<file path="src/rtl/zssd_pkg.sv">
// Package for the zero-suppressed sequence decoder: item, state and result
// types, result kind codes and fixed constants. No dependencies.
`timescale 1ns / 1ps

package zssd_pkg;

  // Result kind codes
  typedef enum logic [2:0] {
    KIND_HEADER    = 3'd0,
    KIND_NEW       = 3'd1,
    KIND_MERGED    = 3'd2,
    KIND_END       = 3'd3,
    KIND_IGNORED   = 3'd4,
    KIND_NO_HEADER = 3'd5,
    KIND_BACKWARDS = 3'd6
  } zssd_kind_t;

  // Pad number that marks the end of a bank
  localparam logic [7:0]  PAD_END        = 8'hFF;
  // Saturation limits of the sequence counter and the merged length
  localparam logic [8:0]  SEQ_COUNT_MAX  = 9'h1FF;
  localparam logic [10:0] MERGED_LEN_MAX = 11'h7FF;
  // Last bin value before any sequence of a pad (minus two)
  localparam logic [11:0] LAST_BIN_CLEAR = 12'hFFE;

  // One input item
  typedef struct packed {
    logic        bank_start;
    logic [15:0] data_word;
  } zssd_item_t;

  // Bank decoding state, apart from the running byte offset
  typedef struct packed {
    logic [6:0]  row;
    logic [7:0]  pad;
    logic        header_seen;
    logic        halted;
    logic [11:0] last_bin;
    logic [9:0]  prev_start;
    logic [8:0]  seq_count;
    logic [9:0]  seq_start;
    logic [10:0] merged_len;
  } zssd_state_t;

  localparam zssd_state_t STATE_CLEAR = '{
    row:         7'd0,
    pad:         8'd0,
    header_seen: 1'b0,
    halted:      1'b0,
    last_bin:    LAST_BIN_CLEAR,
    prev_start:  10'd0,
    seq_count:   9'd0,
    seq_start:   10'd0,
    merged_len:  11'd0
  };

  // One result item
  typedef struct packed {
    zssd_kind_t  kind;
    logic [6:0]  pad_row;
    logic [7:0]  pad_number;
    logic [9:0]  start_bin;
    logic [10:0] seq_length;
    logic [15:0] adc_offset;
    logic [8:0]  seq_index;
    logic        pad_done;
  } zssd_result_t;

endpackage

</file>
<file path="src/rtl/zssd_if.sv">
// Valid/ready channel interfaces for the zero-suppressed sequence decoder:
// the bank word input channel and the decoded result channel. No dependencies.
`timescale 1ns / 1ps

// Bank word channel
interface zssd_in_if;
  logic        valid;
  logic        ready;
  logic        bank_start;
  logic [15:0] data_word;

  modport source (output valid, output bank_start, output data_word, input ready);
  modport sink   (input valid, input bank_start, input data_word, output ready);
endinterface

// Decoded result channel
interface zssd_out_if;
  logic        valid;
  logic        ready;
  logic [2:0]  kind;
  logic [6:0]  pad_row;
  logic [7:0]  pad_number;
  logic [9:0]  start_bin;
  logic [10:0] seq_length;
  logic [15:0] adc_offset;
  logic [8:0]  seq_index;
  logic        pad_done;

  modport source (output valid, output kind, output pad_row, output pad_number,
                  output start_bin, output seq_length, output adc_offset,
                  output seq_index, output pad_done, input ready);
  modport sink   (input valid, input kind, input pad_row, input pad_number,
                  input start_bin, input seq_length, input adc_offset,
                  input seq_index, input pad_done, output ready);
endinterface

</file>
<file path="src/rtl/zero_suppressed_sequence_decoder.sv">
// Zero-suppressed sequence bank decoder, top level. Uses zssd_pkg, the
// channel interfaces and zssd_decode.
// An input word passes an input register and then a result register; a full result
// register that is not being read holds the word in the input register.
// Throughput: one word per cycle while the result channel is ready; the bank state loop
// closes through one decode stage between the input register and the result register.
// Reset: synchronous, active low; clears both stage valid flags, the bank state and offset.
`timescale 1ns / 1ps

module zero_suppressed_sequence_decoder #(
  parameter int OFFSET_WIDTH = 16
) (
  input  logic            clk,
  input  logic            rst_n,
  zssd_in_if.sink         in_ch,
  zssd_out_if.source      out_ch
);
  import zssd_pkg::*;

  zssd_item_t              item_r;
  logic                    item_valid_r;
  zssd_state_t             st_r;
  zssd_state_t             st_nxt;
  logic [OFFSET_WIDTH-1:0] off_r;
  logic [OFFSET_WIDTH-1:0] off_nxt;
  zssd_result_t            res_nxt;
  zssd_result_t            res_r;
  logic                    out_valid_r;
  logic                    advance;
  logic                    in_xfer;

  // Handshake: the input register moves on whenever the result register is free
  assign advance     = item_valid_r && (!out_valid_r || out_ch.ready);
  assign in_ch.ready = !item_valid_r || advance;
  assign in_xfer     = in_ch.valid && in_ch.ready;

  // Input register
  always_ff @(posedge clk) begin
    if (!rst_n) begin
      item_valid_r <= 1'b0;
    end else if (in_ch.ready) begin
      item_valid_r <= in_ch.valid;
    end
  end

  always_ff @(posedge clk) begin
    if (in_xfer) begin
      item_r.bank_start <= in_ch.bank_start;
      item_r.data_word  <= in_ch.data_word;
    end
  end

  // Word decode
  zssd_decode #(
    .OFFSET_WIDTH (OFFSET_WIDTH)
  ) u_decode (
    .item     (item_r),
    .st_cur   (st_r),
    .off_cur  (off_r),
    .st_next  (st_nxt),
    .off_next (off_nxt),
    .res      (res_nxt)
  );

  // Bank state, updated as each word is decoded
  always_ff @(posedge clk) begin
    if (!rst_n) begin
      st_r  <= STATE_CLEAR;
      off_r <= '0;
    end else if (advance) begin
      st_r  <= st_nxt;
      off_r <= off_nxt;
    end
  end

  // Result register
  always_ff @(posedge clk) begin
    if (!rst_n) begin
      out_valid_r <= 1'b0;
    end else if (advance) begin
      out_valid_r <= 1'b1;
    end else if (out_ch.ready) begin
      out_valid_r <= 1'b0;
    end
  end

  always_ff @(posedge clk) begin
    if (advance) begin
      res_r <= res_nxt;
    end
  end

  // Result channel outputs
  assign out_ch.valid      = out_valid_r;
  assign out_ch.kind       = res_r.kind;
  assign out_ch.pad_row    = res_r.pad_row;
  assign out_ch.pad_number = res_r.pad_number;
  assign out_ch.start_bin  = res_r.start_bin;
  assign out_ch.seq_length = res_r.seq_length;
  assign out_ch.adc_offset = res_r.adc_offset;
  assign out_ch.seq_index  = res_r.seq_index;
  assign out_ch.pad_done   = res_r.pad_done;

`ifndef SYNTH
  // A halted bank reports every word as ignored until the next bank start
  assert property (@(posedge clk) disable iff (!rst_n)
    advance && st_r.halted && !item_r.bank_start |=> res_r.kind == KIND_IGNORED)
    else $error("word in a halted bank not reported as ignored");

  // An end marker halts the bank
  assert property (@(posedge clk) disable iff (!rst_n)
    advance && res_nxt.kind == KIND_END |=> st_r.halted)
    else $error("end marker did not halt the bank");

  // The byte offset never falls within a bank
  assert property (@(posedge clk) disable iff (!rst_n)
    rst_n && advance && !item_r.bank_start |=> off_r >= $past(off_r))
    else $error("byte offset went backwards within a bank");

  // Only sequence words close a pad
  assert property (@(posedge clk) disable iff (!rst_n)
    out_valid_r && res_r.pad_done |-> res_r.kind == KIND_NEW || res_r.kind == KIND_MERGED)
    else $error("pad closed by a word that is not a sequence");
`endif

endmodule

</file>
<file path="src/rtl/zssd_decode.sv">
// Combinational word decoder: from one bank word and the current bank state it
// forms the next state, the next byte offset and the result. Uses zssd_pkg.
`timescale 1ns / 1ps

module zssd_decode #(
  parameter int OFFSET_WIDTH = 16
) (
  input  zssd_pkg::zssd_item_t   item,
  input  zssd_pkg::zssd_state_t  st_cur,
  input  logic [OFFSET_WIDTH-1:0] off_cur,
  output zssd_pkg::zssd_state_t  st_next,
  output logic [OFFSET_WIDTH-1:0] off_next,
  output zssd_pkg::zssd_result_t res
);
  import zssd_pkg::*;

  zssd_state_t              st;
  logic [OFFSET_WIDTH-1:0]  off;
  logic [15:0]              w;
  logic [9:0]               start;
  logic [4:0]               len;
  logic signed [12:0]       last_plus_one;
  logic                     new_seq;
  logic [11:0]              merged_sum;
  logic [OFFSET_WIDTH:0]    off_sum;

  // A bank start clears the state before the word is decoded
  assign st  = item.bank_start ? STATE_CLEAR : st_cur;
  assign off = item.bank_start ? '0 : off_cur;

  // Field extraction
  assign w     = item.data_word;
  assign start = w[15:6];
  assign len   = w[4:0];

  // A sequence opens a new one when it starts beyond the last bin plus one
  assign last_plus_one = $signed({st.last_bin[11], st.last_bin}) + 13'sd1;
  assign new_seq       = $signed({3'b000, start}) > last_plus_one;

  // Length and offset sums, one bit wider to detect saturation
  assign merged_sum = {1'b0, st.merged_len} + {7'd0, len};
  assign off_sum    = {1'b0, off} + (OFFSET_WIDTH + 1)'(len);

  // Word decode
  always_comb begin
    st_next        = st;
    off_next       = off;
    res            = '0;
    res.kind       = KIND_IGNORED;
    res.pad_row    = st.row;
    res.pad_number = st.pad;
    res.adc_offset = 16'(off);

    if (st.halted) begin
      res.kind = KIND_IGNORED;
    end else if (w[15]) begin
      // Padrow and pad header, or the end of the bank
      st_next.row    = w[14:8];
      st_next.pad    = w[7:0];
      res.pad_row    = w[14:8];
      res.pad_number = w[7:0];
      if (w[7:0] == PAD_END) begin
        st_next.halted = 1'b1;
        res.kind       = KIND_END;
      end else begin
        st_next.header_seen = 1'b1;
        st_next.seq_count   = '0;
        st_next.prev_start  = '0;
        res.kind            = KIND_HEADER;
      end
    end else if (!st.header_seen) begin
      st_next.halted = 1'b1;
      res.kind       = KIND_NO_HEADER;
      res.start_bin  = start;
      res.seq_length = {6'd0, len};
    end else if (start < st.prev_start) begin
      st_next.halted = 1'b1;
      res.kind       = KIND_BACKWARDS;
      res.start_bin  = start;
      res.seq_length = {6'd0, len};
    end else begin
      // Sequence word: open a new sequence or extend the current one
      if (new_seq) begin
        res.kind           = KIND_NEW;
        st_next.seq_start  = start;
        st_next.merged_len = {6'd0, len};
        res.seq_index      = st.seq_count;
        if (st.seq_count != SEQ_COUNT_MAX) begin
          st_next.seq_count = st.seq_count + 9'd1;
        end
      end else begin
        res.kind           = KIND_MERGED;
        st_next.merged_len = merged_sum[11] ? MERGED_LEN_MAX : merged_sum[10:0];
        res.seq_index      = (st.seq_count != '0) ? st.seq_count - 9'd1 : '0;
      end
      st_next.last_bin   = {2'b00, start} + {7'd0, len} - 12'd1;
      st_next.prev_start = start;

      // Last sequence of the pad moves on to the next pad
      if (w[5]) begin
        res.pad_done       = 1'b1;
        st_next.pad        = st.pad + 8'd1;
        st_next.seq_count  = '0;
        st_next.last_bin   = LAST_BIN_CLEAR;
        st_next.prev_start = '0;
      end

      res.start_bin  = st_next.seq_start;
      res.seq_length = st_next.merged_len;
      off_next       = off_sum[OFFSET_WIDTH] ? '1 : off_sum[OFFSET_WIDTH-1:0];
    end
  end

endmodule
</file>
<file path="src/flat_wrapper.sv">
// flat-port wrapper written by rule: the top's interface ports become plain ports
module zero_suppressed_sequence_decoder_flat import zssd_pkg::*;
#(
  parameter int OFFSET_WIDTH = 16
)
  (clk, rst_n, in_ch_valid, in_ch_bank_start, in_ch_data_word, in_ch_ready, out_ch_valid, out_ch_kind, out_ch_pad_row, out_ch_pad_number, out_ch_start_bin, out_ch_seq_length, out_ch_adc_offset, out_ch_seq_index, out_ch_pad_done, out_ch_ready);
  zssd_in_if in_ch_i ();
  zssd_out_if out_ch_i ();
  input  logic clk;
  input  logic rst_n;
  input wire logic [$bits(in_ch_i.valid)-1:0] in_ch_valid;
  input wire logic [$bits(in_ch_i.bank_start)-1:0] in_ch_bank_start;
  input wire logic [$bits(in_ch_i.data_word)-1:0] in_ch_data_word;
  output wire logic [$bits(in_ch_i.ready)-1:0] in_ch_ready;
  output wire logic [$bits(out_ch_i.valid)-1:0] out_ch_valid;
  output wire logic [$bits(out_ch_i.kind)-1:0] out_ch_kind;
  output wire logic [$bits(out_ch_i.pad_row)-1:0] out_ch_pad_row;
  output wire logic [$bits(out_ch_i.pad_number)-1:0] out_ch_pad_number;
  output wire logic [$bits(out_ch_i.start_bin)-1:0] out_ch_start_bin;
  output wire logic [$bits(out_ch_i.seq_length)-1:0] out_ch_seq_length;
  output wire logic [$bits(out_ch_i.adc_offset)-1:0] out_ch_adc_offset;
  output wire logic [$bits(out_ch_i.seq_index)-1:0] out_ch_seq_index;
  output wire logic [$bits(out_ch_i.pad_done)-1:0] out_ch_pad_done;
  input wire logic [$bits(out_ch_i.ready)-1:0] out_ch_ready;
  assign in_ch_i.valid = in_ch_valid;
  assign in_ch_i.bank_start = in_ch_bank_start;
  assign in_ch_i.data_word = in_ch_data_word;
  assign in_ch_ready = in_ch_i.ready;
  assign out_ch_valid = out_ch_i.valid;
  assign out_ch_kind = out_ch_i.kind;
  assign out_ch_pad_row = out_ch_i.pad_row;
  assign out_ch_pad_number = out_ch_i.pad_number;
  assign out_ch_start_bin = out_ch_i.start_bin;
  assign out_ch_seq_length = out_ch_i.seq_length;
  assign out_ch_adc_offset = out_ch_i.adc_offset;
  assign out_ch_seq_index = out_ch_i.seq_index;
  assign out_ch_pad_done = out_ch_i.pad_done;
  assign out_ch_i.ready = out_ch_ready;
  zero_suppressed_sequence_decoder #(.OFFSET_WIDTH(OFFSET_WIDTH)) u_core (.clk(clk), .rst_n(rst_n), .in_ch(in_ch_i), .out_ch(out_ch_i));
endmodule
</file>
<file path="config.mk">
export PLATFORM = sky130hd
export DESIGN_NAME = zero_suppressed_sequence_decoder_flat
export DESIGN_NICKNAME = d
export VERILOG_FILES = /design/src/rtl/zssd_pkg.sv /design/src/rtl/zssd_if.sv /design/src/rtl/zero_suppressed_sequence_decoder.sv /design/src/rtl/zssd_decode.sv /design/src/flat_wrapper.sv
export SDC_FILE = /design/constraint.sdc
export NUM_CORES = 1
export LEC_CHECK = 0
export ABC_CLOCK_PERIOD_IN_PS = 5000
export BUFFER_PORTS_ARGS = -buffer_cell sky130_fd_sc_hd__buf_2
export CORE_AREA = 2 2 185 187
export CTS_BUF_LIST = sky130_fd_sc_hd__clkbuf_16
export CTS_CLUSTER_SIZE = 25
export DETAILED_ROUTE_END_ITERATION = 10
export DIE_AREA = 0 0 187 189
export PLACE_DENSITY = 0.56
export REMOVE_ABC_BUFFERS = 1
export SLEW_MARGIN = 5
export SYNTH_ARGS = -nofsm -noshare
export SYNTH_HDL_FRONTEND = slang
export SYNTH_SLANG_ARGS = --single-unit
</file>
<file path="constraint.sdc">
create_clock -name clk -period 5 [get_ports clk]
set_clock_uncertainty 0.1 [all_clocks]
set_input_delay 0.5 -clock clk [delete_from_list [all_inputs] [get_ports clk]]
set_output_delay 0.5 -clock clk [all_outputs]
set_load 0.03 [all_outputs]
</file>
# After elaboration in Yosys (flattened, before gate mapping)

Cells that the tools add are included.

Add/subtract/negate cells: 8
Magnitude comparators: 2
Equal/unequal tests: 2
Multiplexer cells: 45
Bitwise operators: 1
Reductions and logical operators: 10

Operators by type and width:

| cell                    | count |
|---|---|
| $mux W69                | 2 |
| $mux W52                | 2 |
| $mux W16                | 6 |
| $mux W21                | 4 |
| $mux W19                | 3 |
| $mux W36                | 1 |
| $mux W8                 | 4 |
| $mux W31                | 1 |
| $mux W9                 | 3 |
| $mux W11                | 2 |
| $add A16 B5 Y17         | 1 |
| $mux W15                | 1 |
| $add A12 B2 Y13 const B | 1 |
| $gt A11 B13 Y1          | 1 |
| $add A11 B5 Y12         | 1 |
| $mux W12                | 1 |
| $sub A11 B1 Y12 const B | 1 |
| $add A10 B5 Y11         | 1 |
| $lt A10 B10 Y1          | 1 |
| $add A9 B1 Y9 const B   | 1 |
| $mux W1                 | 9 |
| $mux W3                 | 3 |
| $ne A9 B9 Y1 const B    | 1 |
| $reduce_bool A9 Y1      | 1 |
| other kinds (12)        | 16 |

Flip-flop bits (word level): 169
Bits of input ports: 21
Word-level logic and storage cells: 92

# Logic depth before layout (Yosys ltp)

Gate-level depths: netlist of run 1.

Depth in word-level cells: 9
Gate-level depth with buffers: 22
Depth with buffers taken out: 13

# Cells and area by module

From an unflattened synthesis of run 1, not the netlist that was laid out.

Cells, all modules: 1242
Area total of the unflattened synthesis: 10706.5 µm²

By module, submodules not included:

| module                           | times used | cells each | area each (µm²) | seq. area each (µm²) |
|---|---|---|---|---|
| zero_suppressed_sequence_decoder | 1          | 463        | 6003.3          | 4204.0 |
| zssd_decode                      | 1          | 779        | 4703.3          | 0.0 |

# Least setup slack after synthesis of run 1

OpenSTA, ideal clock, no wires.

Path type: register -> register
Start point: register u_core.item_r[16] (netlist bit)
End point: register u_core.res_r (netlist bit u_core.out_ch.seq_index[0]), data pin
Setup time: 274 ps
Arrival time: 4674 ps
Setup slack: -48 ps
Stages on the path, launching flop included: 21
Path buffers: 7
Period minus slack after synthesis: 5048 ps
Cells stage by stage: edfxtp_1 buf_6 buf_2 buf_2 clkbuf_1 clkbuf_1 clkbuf_1 nor2b_1 ha_1 buf_6 o21ai_0 or4b_2 and3_1 ha_1 nand3_1 a21boi_0 o21a_1 o311ai_0 nand2_1 o21ai_1 nor3_1

Word-level cells in the longest chain between the ends: 4
Elaborated cells between the ends (all ways): 10
Classes of those cells: add/sub: 2; order compare: 2; mux: 3; bitwise: 1; reduce/logical: 2

RTL lines:

| element                                   | RTL line                               | RTL |
|---|---|---|
| start: declaration                        | zero_suppressed_sequence_decoder.sv:20 | `zssd_item_t item_r;` |
| $mux W69 (*)                              | zssd_decode.sv:28                      | `assign st = item.bank_start ? STATE_CLEAR : st_cur;` |
| $add A12 B2 Y13 (tied with other cells)   | zssd_decode.sv:37                      | `assign last_plus_one = $signed({st.last_bin[11], st.last_bin}) + 13'sd1;` |
| $gt A11 B13 Y1 or $mux W9 (tied branches) | zssd_decode.sv:38, zssd_decode.sv:94   |  |
| $mux W9                                   | zssd_decode.sv:83                      | `if (new_seq) begin` |
| end signal: assignment                    | zero_suppressed_sequence_decoder.sv:89 | `res_r <= res_nxt;` |
| end: declaration                          | zero_suppressed_sequence_decoder.sv:27 | `zssd_result_t res_r;` |

Mark *: on every way between the ends. The rest lies on a longest branch, timed or not.
A chain may end at the register's enable or synchronous reset.

# Final worst setup path of run 1

Start point: register u_core.st_r[43] (netlist bit)
End point: register u_core.st_r[6] (netlist bit)

Word-level cells in the longest chain between the ends: 8

RTL lines:

| element                  | RTL line                               | RTL |
|---|---|---|
| start: declaration       | zero_suppressed_sequence_decoder.sv:22 | `zssd_state_t st_r;` |
| start signal: assignment | zero_suppressed_sequence_decoder.sv:71 | `st_r <= st_nxt;` |
| $mux W69                 | zssd_decode.sv:28                      |  |
| $add A12 B2 Y13          | zssd_decode.sv:37                      |  |
| $gt A11 B13 Y1           | zssd_decode.sv:38                      | `assign new_seq = $signed({3'b000, start}) > last_plus_one;` |
| $mux W11                 | zssd_decode.sv:83                      |  |
| $mux W52                 | zssd_decode.sv:76                      | `end else if (start < st.prev_start) begin` |
| $mux W52                 | zssd_decode.sv:71                      | `end else if (!st.header_seen) begin` |
| $mux W21                 | zssd_decode.sv:56                      | `end else if (w[15]) begin` |
| $mux W69                 | zssd_decode.sv:54                      | `if (st.halted) begin` |

No other way between the ends.

==> results.py, run 1 <==
metrics = {
    "min_path": {
        "hp-class": "in -> reg",
        "hold_path_depth": 1,
    },
    "power": {
        "ir_worst_vdd_v": 0.0002354,
        "p_int_w": 0.002362,
        "p_comb_frac": 0.117,
        "seqPwrFrac": 0.468,
        "p_switching_w": 0.0009141,
        "swShare": 0.2790,
        "clkPwrFrac": 0.415,
        "power_density_mw_per_mm2": 288.6,
        "leakagePower_nw": 4.188,
    },
    "layout": {
        "final_nets": 1225,
        "drive_gt1_frac": 0.1578,
        "nFillCells": 3449,
        "ff_latch_area_sq_mm": 0.004204,
        "syn2layout_area_growth_pct": 15.43,
        "multi_input_area_sq_mm": 0.005177,
        "fin_cells": 1614,
        "num_antenna_cells": 0,
    },
    "clock_network": {
        "numCtsBuffers": 17,
        "cts-root-buf": "clkbuf_16",
        "path_clk_slew_ns": 0.07,
        "cts_hold_buf": 0,
        "post_cts_buffers": 0,
        "clk_latency_ns": 0.44,
        "h-tree-depth": 4,
        "cts_tree": "yes",
        "cts_resized": 0,
        "clock_path_buffers": 2,
        "cts_sinks": 169,
    },
    "setup_path": {
        "cp.depth": 12,
        "reg2reg_depth": 12,
        "critPathLaunchType": "flip-flop",
        "crit_path_cell_trace": "and3_1 -> o21ai_0 -> or4b_2 -> and3_1 -> ha_1 -> nand3_1 -> nor4_1 -> a311oi_2 -> o31a_2 -> o21ai_1 -> nand2_1 -> o32ai_1",
        "critPathMaxFanout": 8,
        "endpoint_kind": "flip-flop",
        "arrival_ns": 4.60,
        "crit_slowest_cell": "or4b_2",
        "worstPathRequired_ns": 5.24,
        "crit_top_cell": "and3_1",
        "cp_num_buf_inv": 0,
        "criticalPathCategory": "reg -> reg",
        "cpPeakStageDelay_ns": 0.66,
        "path_delay_family": "simple AND/OR/NAND/NOR gates",
    },
    "sta": {
        "worst_slew_pin_slew_ns": 1.055,
        "hold_ws_ns": 0.1268,
        "rsz0062_at_grt": "false",
        "setup_slack_ns": 0.6453,
        "drv_slew": 0,
        "maxSlewHeadroom": 0.2969,
        "fin_crit_sh": 0.8709,
        "tns_ns": 0,
        "min_period_ns": 4.355,
        "setup_viol": 0,
        "hold_viol_final": 0,
        "fmax_mhz": 229.6,
    },
    "route": {
        "drt_wl_total_um": 29630,
        "drtIter0Drc": 722,
        "dr.pass1.iters": 5,
        "drc": 0,
        "ant_nets": 0,
        "post_drt_wl_per_cell_um": 18.36,
        "drt-vias-per-instance": 5.380,
        "route.vias.total": 8684,
    },
    "floorplanning": {
        "initial_core_util": 0.2955,
        "die-area_sq_mm": 0.03534,
        "rows": 67,
        "die_x_um": 187,
        "fp.dieH_um": 189,
        "ios": 88,
        "core_area_sq_mm": 0.03328,
    },
    "synthesis": {
        "synth_seq_cells": 169,
        "synth_area_leaders": "edfxtp_1, dfxtp_1, ha_1",
        "yosysUniqueCellTypes": 86,
        "synth_top_flop_cell": "dfxtp_1",
        "synth_edf_count": 82,
        "synth_cells": 1075,
        "async_flop_share": 0,
        "syn_avg_cell_area_sq_um": 9.148,
        "syn_area_sq_mm": 0.009834,
        "synth_top_area_frac": 0.2504,
        "yosysSeqAreaShare": 0.4275,
        "yosys.area.top_type": "edfxtp_1",
        "yosysWarnings": 0,
        "synth.most_common_cell": "nand2_1",
        "synthTopCellsByCount": "nand2_1, nor2_1, dfxtp_1, edfxtp_1, o21ai_0",
    },
    "global_routing": {
        "grt_overflow": 0,
        "grt_start_max_net_pins": 75,
        "grt_pass1_vias": 8154,
        "grt_util_all_layers": 0.1668,
        "antenna_found_initial": 0,
        "grt_pass1_wl_um": 46490,
    },
    "placed_design": {
        "gp_congestion": 0.8727,
        "dpl.hpwl_um": 20770,
        "place_ws_ns": 0.6538,
        "port_buffers": 87,
        "dp.cells": 1582,
    },
    "outcome": {
        "outcome": "completed",
    },
    "run": {
        "max_cap_violations": 0,
    },
}
==> cell usage in the layout, fill, tap and decap left out, types with 11 or more instances in the layout <==
cell         n
a211oi_1    16
a21boi_0    13
a21oi_1     57
and3_1      11
buf_2       87
buf_4       28
clkbuf_16   17
dfxtp_1     87
edfxtp_1    82
ha_1        48
inv_1       43
nand2_1    119
nand2b_1    35
nand3_1     33
nand4_1     13
nor2_1      92
nor2b_1     35
nor3_1      25
nor4_1      18
o21ai_0     60
o22ai_1     15
xnor2_1     17
==> worst reg2reg max path: cells and delay by family, from the launching register on <==
family / cells / cell delay, ns
fa+ha+maj: 1 / 0.28
flops: 1 / 0.41
compound gates: 5 / 1.44
simple gates: 6 / 2.03
==> stage by stage <==
stage	total power [W]	utilization	cell area, sq um
5_1_grt	0.003399	0.3411	11350
2_1_floorplan	0.001797	-	9548
6_report	0.003276	0.3411	11350
4_1_cts	0.003303	0.3411	11350
3_5_place_dp	0.001945	0.3234	10760
3_3_place_gp	0.001942	0.3234	10760
==> metal layers <==
metal,up-vias,global-route usage,part of all wire
met5,-,0,0
met4,0,0.05617,0.023
met3,42,0.03095,0.053
met2,292,0.2712,0.47
met1,4221,0.2231,0.46
li1,4129,-,-
==> power groups by stage <==
| stage | combinational, W | clock, W | sequential [W] |
|---|---|---|---|
| finish | 0.000384 | 0.00136 | 0.00153 |
| global route | 0.000419 | 0.00144 | 0.00154 |
| CTS | 0.000383 | 0.00139 | 0.00153 |
| detailed placement | 0.000381 | 0 | 0.00156 |
| global placement | 0.000377 | 0 | 0.00156 |
| floorplan | 0.000185 | 0 | 0.00161 |
==> registers in the layout, summed over array words and instances, names as in the netlist <==
| signal | cells |
|---|---|
| u_core.out_ch.pad_row | 7 |
| u_core.st_r | 69 |
| u_core.item_valid_r | 1 |
| u_core.out_ch.seq_index | 9 |
| u_core.out_ch.adc_offset | 16 |
| u_core.out_ch.seq_length | 11 |
| u_core.out_ch.kind | 3 |
| u_core.out_ch.start_bin | 10 |
| u_core.item_r | 17 |
| u_core.out_ch.valid | 1 |
| u_core.off_r | 16 |
| u_core.out_ch.pad_number | 8 |
| u_core.out_ch.pad_done | 1 |
==> cells by family (layout without fill, tap and decap cells) <==
group           Yosys count  after routing  synth area share
simple gates            430            430            0.2200
compound gates          289            289            0.2066
flops                   169            169            0.4275
buf+inv                 102            193           0.04669
fa+ha+maj                51             51           0.06718
xor+xnor                 24             24           0.02137
mux                      10             10           0.01069
==> layout make-up <==
class / instances / share of cell area
Multi-Input combinational cell: 804 / 0.4561
Sequential cell: 169 / 0.3703
Timing Repair Buffer: 115 / 0.05687
Tap cell: 448 / 0.04938
Clock buffer: 17 / 0.03747
Inverter: 46 / 0.01532
Clock inverter: 15 / 0.01455
==> final timing paths <==
| path | from | to | slack (ns) |
|---|---|---|---|
| worst max-delay path | u_core.st_r[43]$_SDFFE_PN1P_ | u_core.st_r[6]$_SDFFE_PN0P_ | 0.65 |
| worst min-delay path | in_ch_data_word[6] | u_core.item_r[6]$_DFFE_PP_ | 0.13 |
| worst max register to register | u_core.st_r[43]$_SDFFE_PN1P_ | u_core.st_r[6]$_SDFFE_PN0P_ | 0.65 |
| worst min register to register | u_core.off_r[4]$_SDFFE_PN0P_ | u_core.off_r[4]$_SDFFE_PN0P_ | 0.35 |
No activity file was read; power rests on OpenSTA's default activity.
==> run 2, diff against run 1 <==
==> constraint.sdc (replaced) <==
create_clock -name clk -period 5 [get_ports clk]
set_clock_uncertainty 0.1 [all_clocks]
set_input_delay 1 -clock clk [delete_from_list [all_inputs] [get_ports clk]]
set_output_delay 1 -clock clk [all_outputs]
set_load 0.03 [all_outputs]
==> results.py, run 2 (synthesized netlist as in run 1, its figures left out) <==
metrics = {
    "setup_path": {
        "endpoint_kind": "flip-flop",
        "rr_startpoint": "u_core.item_r[16]$_DFFE_PP_",
        "arrival_ns": 4.59,
        "criticalPathCategory": "reg -> reg",
        "path_delay_family": "compound AO/OA/AOI/OAI gates",
        "cp_num_buf_inv": 1,
        "critPathMaxFanout": 39,
        "crit_slowest_cell": "or4b_2",
        "worstPathRequired_ns": 5.23,
        "rrSetupSlack_ns": 0.64,
        "crit_top_cell": "a211oi_1",
        "critPathLaunchType": "flip-flop",
        "startpoint": "u_core.item_r[16]$_DFFE_PP_",
        "cpPeakStageDelay_ns": 0.66,
        "crit_path_cell_trace": "buf_4 -> o21ai_0 -> or4b_2 -> and3_1 -> ha_1 -> nand3_1 -> a211oi_1 -> o31ai_2 -> a211oi_1 -> o22ai_1 -> a32o_1",
    },
    "sta": {
        "worst_slew_pin_slew_ns": 1.052,
        "hold_viol_final": 0,
        "hold_ws_ns": 0.3455,
        "maxSlewHeadroom": 0.2985,
        "setup_viol": 0,
        "drv_slew": 0,
        "rsz0062_at_grt": "false",
        "fmax_mhz": 229.4,
        "tns_ns": 0,
        "fin_crit_sh": 0.8719,
        "min_period_ns": 4.359,
    },
    "floorplanning": {
        "die-area_sq_mm": 0.03534,
        "initial_core_util": 0.2955,
        "fp.dieH_um": 189,
        "rows": 67,
        "core_area_sq_mm": 0.03328,
        "ios": 88,
        "die_x_um": 187,
    },
    "power": {
        "p_switching_w": 0.0008912,
        "p_total_w": 0.003240,
        "swShare": 0.2750,
        "p_int_w": 0.002349,
        "leakagePower_nw": 4.167,
        "ir_worst_vdd_v": 0.0002124,
        "seqPwrFrac": 0.473,
        "power_density_mw_per_mm2": 286.0,
        "clkPwrFrac": 0.409,
        "p_comb_frac": 0.118,
    },
    "global_routing": {
        "grt_pass1_wl_um": 46300,
        "grt_pass1_vias": 8143,
        "grt_util_all_layers": 0.1658,
        "grt_start_max_net_pins": 71,
        "antenna_found_initial": 0,
        "grt_overflow": 0,
    },
    "layout": {
        "largestRegisters": "u_core.st_r: 69 flops, u_core.item_r: 17 flops",
        "largest_reg_flops": 69,
        "layout_common_cells": "nand2_1, nor2_1, buf_2, dfxtp_1, edfxtp_1",
        "num_antenna_cells": 0,
        "drive_gt1_frac": 0.1554,
        "fin_area_sq_mm": 0.01133,
        "final_nets": 1224,
        "fin_util": 0.3404,
        "final_common_cell": "nand2_1",
        "regMostFlops": "u_core.st_r",
        "syn2layout_area_growth_pct": 15.20,
        "nFillCells": 3452,
    },
    "route": {
        "ant_nets": 0,
        "dr.pass1.iters": 5,
        "drt_wl_total_um": 29450,
        "route.vias.total": 8621,
        "post_drt_wl_per_cell_um": 18.26,
        "drc": 0,
        "drt-vias-per-instance": 5.345,
        "drtIter0Drc": 614,
    },
    "clock_network": {
        "h-tree-depth": 4,
        "cts_resized": 0,
        "clk_latency_ns": 0.44,
        "clock_path_buffers": 2,
        "cts-root-buf": "clkbuf_16",
        "cts_sinks": 169,
        "cts_hold_buf": 0,
        "path_clk_slew_ns": 0.07,
        "cts_tree": "yes",
        "numCtsBuffers": 17,
        "post_cts_buffers": 0,
    },
    "outcome": {
        "outcome": "completed",
    },
    "placed_design": {
        "gp_congestion": 0.8606,
        "port_buffers": 87,
        "dpl.hpwl_um": 20800,
        "dpl-instance-area_sq_mm": 0.01075,
    },
    "min_path": {
        "hp-class": "reg -> reg",
        "min_from": "u_core.off_r[0]$_SDFFE_PN0P_",
    },
    "run": {
        "max_cap_violations": 0,
    },
}
[run 2: changes by cell type in the layout (fill, tap and decap cells not counted), sizes merged]
cell      delta
inv          -3
buf          -1
clkinv       +1
clkinvlp     +2
[run 2: cell type report]
class,count,area [sq um],share of cell area
inverters,46,173.9,0.01535
clock inverters,15,150.1,0.01325
well taps,448,560.5,0.04948
clock buffers,17,425.4,0.03755
flip-flops and latches,169,4204,0.3711
multi-input cells,804,5177,0.4570
repair buffers,114,638.1,0.05632
[run 2: path summary, 6_finish.rpt]
check | end | cells past startpoint
worst min register to register | u_core.off_r[0]$_SDFFE_PN0P_ | 2
worst max register to register | u_core.st_r[16]$_SDFFE_PN0P_ | 11
worst min-delay path | u_core.off_r[0]$_SDFFE_PN0P_ | 2
worst max-delay path | u_core.st_r[16]$_SDFFE_PN0P_ | 11
[run 2: worst register-to-register path: stages (launching register included)]
cell and delay, ns:
edfxtp_1 0.38, buf_4 0.37, o21ai_0 0.31, or4b_2 0.66
and3_1 0.20, ha_1 0.29, nand3_1 0.10, a211oi_1 0.44
o31ai_2 0.20, a211oi_1 0.53, o22ai_1 0.37, a32o_1 0.30
[run 2: through the flow]
step | std cells | setup slack (ns)
final | 1613 | 0.6405
after global routing | 1613 | 0.2707
after CTS | 1613 | 0.6231
after detailed placement | 1581 | 0.6388
after global placement | 1581 | 0.7453
after floorplan | 1019 | -1.075
[run 2: power by group through the flow]
stage	Clock (W)	Sequential [W]	Combinational, W
final	0.00133	0.00153	0.000381
after global routing	0.00141	0.00154	0.000417
after CTS	0.00135	0.00153	0.000381
after detailed placement	0	0.00156	0.000379
after global placement	0	0.00156	0.000375
after floorplan	0	0.00161	0.000185
[run 2: routing by layer]
metal  global-route usage  share of wire  wire length (um)  vias to the layer above
met5                    0              0                 0                        -
met4              0.05006          0.018               527                        0
met3              0.02929          0.048              1421                       35
met2               0.2742           0.47             13810                      253
met1               0.2211           0.46             13690                     4203
li1                     -              -                 -                     4130
==> run 3, diff against run 2 <==
--- a/config.mk
+++ b/config.mk
@@ -7,12 +7,15 @@
 export LEC_CHECK = 0
 export ABC_CLOCK_PERIOD_IN_PS = 5000
 export BUFFER_PORTS_ARGS = -buffer_cell sky130_fd_sc_hd__buf_2
+export CAP_MARGIN = 5
+export CELL_PAD_IN_SITES_DETAIL_PLACEMENT = 2
+export CELL_PAD_IN_SITES_GLOBAL_PLACEMENT = 2
 export CORE_AREA = 2 2 185 187
 export CTS_BUF_LIST = sky130_fd_sc_hd__clkbuf_16
 export CTS_CLUSTER_SIZE = 25
 export DETAILED_ROUTE_END_ITERATION = 10
 export DIE_AREA = 0 0 187 189
-export PLACE_DENSITY = 0.56
+export PLACE_DENSITY = 0.77
 export REMOVE_ABC_BUFFERS = 1
 export SLEW_MARGIN = 5
 export SYNTH_ARGS = -nofsm -noshare
==> results.py, run 3 (synthesized netlist as in run 1, its figures left out) <==
metrics = {
    "outcome": {
        "outcome": "completed",
    },
    "global_routing": {
        "grt_start_max_net_pins": 61,
        "grt_util_all_layers": 0.2039,
        "grt_overflow": 0,
        "grt_pass1_wl_um": 56340,
        "grt_pass1_vias": 9687,
        "antenna_found_initial": 0,
    },
    "clock_network": {
        "post_cts_buffers": 0,
        "path_clk_slew_ns": 0.07,
        "clk_latency_ns": 0.45,
        "cts-root-buf": "clkbuf_16",
        "numCtsBuffers": 17,
        "cts_hold_buf": 0,
        "clock_path_buffers": 2,
        "cts_sinks": 169,
        "cts_tree": "yes",
        "h-tree-depth": 4,
    },
    "floorplanning": {
        "fp.dieH_um": 189,
        "rows": 67,
        "die-area_sq_mm": 0.03534,
        "ios": 88,
        "core_area_sq_mm": 0.03328,
        "die_x_um": 187,
        "initial_core_util": 0.2955,
    },
    "power": {
        "seqPwrFrac": 0.474,
        "p_int_w": 0.002303,
        "p_switching_w": 0.0009363,
        "p_comb_frac": 0.124,
        "leakagePower_nw": 4.177,
        "ir_worst_vdd_v": 0.0002650,
        "clkPwrFrac": 0.402,
        "power_density_mw_per_mm2": 286.1,
        "swShare": 0.2890,
    },
    "layout": {
        "syn2layout_area_growth_pct": 15.17,
        "num_antenna_cells": 0,
        "fin_util": 0.3403,
        "fin_area_sq_mm": 0.01133,
        "largest_reg_flops": 69,
        "final_nets": 1226,
        "final_common_cell": "nand2_1",
        "largestRegisters": "u_core.st_r: 69 flops, u_core.item_r: 17 flops",
        "layout_common_cells": "nand2_1, nor2_1, buf_2, dfxtp_1, edfxtp_1",
        "nFillCells": 3756,
        "drive_gt1_frac": 0.1568,
        "regMostFlops": "u_core.st_r",
    },
    "route": {
        "drtIter0Drc": 478,
        "post_drt_wl_per_cell_um": 22.07,
        "dr.pass1.iters": 5,
        "drc": 0,
        "drt_wl_total_um": 35650,
        "route.vias.total": 8890,
        "drt-vias-per-instance": 5.505,
        "ant_nets": 0,
    },
    "sta": {
        "worst_slew_pin_slew_ns": 1.206,
        "fin_crit_sh": 0.9214,
        "setup_viol": 0,
        "min_period_ns": 4.607,
        "maxSlewHeadroom": 0.1895,
        "fmax_mhz": 217.1,
        "drv_slew": 0,
        "rsz0062_at_grt": "false",
        "hold_viol_final": 0,
        "setup_slack_ns": 0.3931,
        "tns_ns": 0,
        "hold_ws_ns": 0.3600,
    },
    "setup_path": {
        "critPathMaxFanout": 28,
        "crit_path_cell_trace": "nor2b_1 -> ha_1 -> o21ai_0 -> or4b_2 -> and3_1 -> ha_1 -> nand3_1 -> nor4_1 -> a311oi_2 -> nor2_1 -> o31ai_4 -> or3b_2 -> a21oi_1",
        "crit_top_cell": "ha_1",
        "endpoint_kind": "flip-flop",
        "arrival_ns": 4.70,
        "criticalPathCategory": "reg -> reg",
        "rrSetupSlack_ns": 0.39,
        "rr_startpoint": "u_core.st_r[40]$_SDFFE_PN0P_",
        "worstPathRequired_ns": 5.09,
        "reg2reg_depth": 13,
        "crit_slowest_cell": "o31ai_4",
        "rr_endpoint": "u_core.out_ch.start_bin[7]$_SDFFCE_PP0P_",
        "cpPeakStageDelay_ns": 1.02,
        "critPathLaunchType": "flip-flop",
    },
    "min_path": {
        "hp-class": "reg -> reg",
        "hold_path_depth": 2,
        "whs_endpoint": "u_core.off_r[2]$_SDFFE_PN0P_",
        "min_from": "u_core.off_r[2]$_SDFFE_PN0P_",
    },
    "placed_design": {
        "gp_congestion": 0.8582,
        "port_buffers": 87,
        "dpl-instance-area_sq_mm": 0.01077,
        "place_ws_ns": 0.3606,
        "dpl.hpwl_um": 25770,
    },
    "run": {
        "max_cap_violations": 0,
    },
}
run 3: cell count changes in the layout (fill, tap and decap cells not counted), moves of 2 or more:
cell      delta
clkinv_1     -2
inv_1        +3
inv_6        +3
buf_4        +2
run 3: area by class of cell:
| class | instances | area, sq um | share of cell area |
|---|---|---|---|
| sequential | 169 | 4204 | 0.3712 |
| tap | 448 | 560.5 | 0.04949 |
| multi-input combinational | 804 | 5182 | 0.4576 |
| clock inverter | 15 | 126.4 | 0.01116 |
| clock buffer | 17 | 425.4 | 0.03756 |
| timing repair buffer | 116 | 653.1 | 0.05767 |
| inverter | 46 | 173.9 | 0.01536 |
run 3: metal layers:
metal / vias to the layer above / track usage / wire length (um)
met5: - / 0 / 0
met2: 169 / 0.3669 / 18090
li1: 4123 / - / -
met1: 4553 / 0.2519 / 15720
met4: 0 / 0.06258 / 762
met3: 45 / 0.02892 / 1076
run 3: metrics by stage:
| stage | std cells | power, W |
|---|---|---|
| 3_5_place_dp | 1583 | 0.001967 |
| 6_report | 1615 | 0.003240 |
| 4_1_cts | 1615 | 0.003272 |
| 3_3_place_gp | 1583 | 0.001951 |
| 5_1_grt | 1615 | 0.003372 |
| 2_1_floorplan | 1019 | 0.001797 |
run 3: critical path: cells and delay by family (launching register included):
family	cells	cell delay [ns]
adder cells (fa/ha/maj)	2	0.49
AND/OR/NAND/NOR	7	1.73
AO/OA/AOI/OAI	4	1.55
flip-flops	1	0.46
run 3: how the worst max path moves through the flow:
stage,start,to,slack [ns],depth (start not counted)
5_1_grt,u_core.st_r[40]$_SDFFE_PN0P_,u_core.out_ch.seq_length[2]$_SDFFCE_PP0P_,0.08,13
3_5_place_dp,u_core.st_r[40]$_SDFFE_PN0P_,u_core.out_ch.seq_length[2]$_SDFFCE_PP0P_,0.36,12
3_3_place_gp,u_core.st_r[43]$_SDFFE_PN1P_,u_core.out_ch.start_bin[4]$_SDFFCE_PP0P_,0.74,11
4_1_cts,u_core.st_r[40]$_SDFFE_PN0P_,u_core.out_ch.seq_length[2]$_SDFFCE_PP0P_,0.27,12
2_1_floorplan,u_core.item_r[16]$_DFFE_PP_,u_core.out_ch.kind[0]$_SDFFCE_PP0P_,-1.07,13
6_report,u_core.st_r[40]$_SDFFE_PN0P_,u_core.out_ch.start_bin[7]$_SDFFCE_PP0P_,0.39,13
run 3: timing repair:
item | 4_1_cts | 5_1_grt
endpoints found under the setup margin | 0 | 3
resized for setup | 0 | 1
hold endpoints to repair | 0 | 0
run 3: power by group through the flow:
| stage | clock network (W) | logic (W) | registers (W) |
|---|---|---|---|
| 2_1_floorplan | 0 | 0.000185 | 0.00161 |
| 3_3_place_gp | 0 | 0.000385 | 0.00157 |
| 3_5_place_dp | 0 | 0.000399 | 0.00157 |
| 4_1_cts | 0.00133 | 0.000403 | 0.00154 |
| 5_1_grt | 0.00139 | 0.000436 | 0.00154 |
| 6_report | 0.00130 | 0.000401 | 0.00154 |
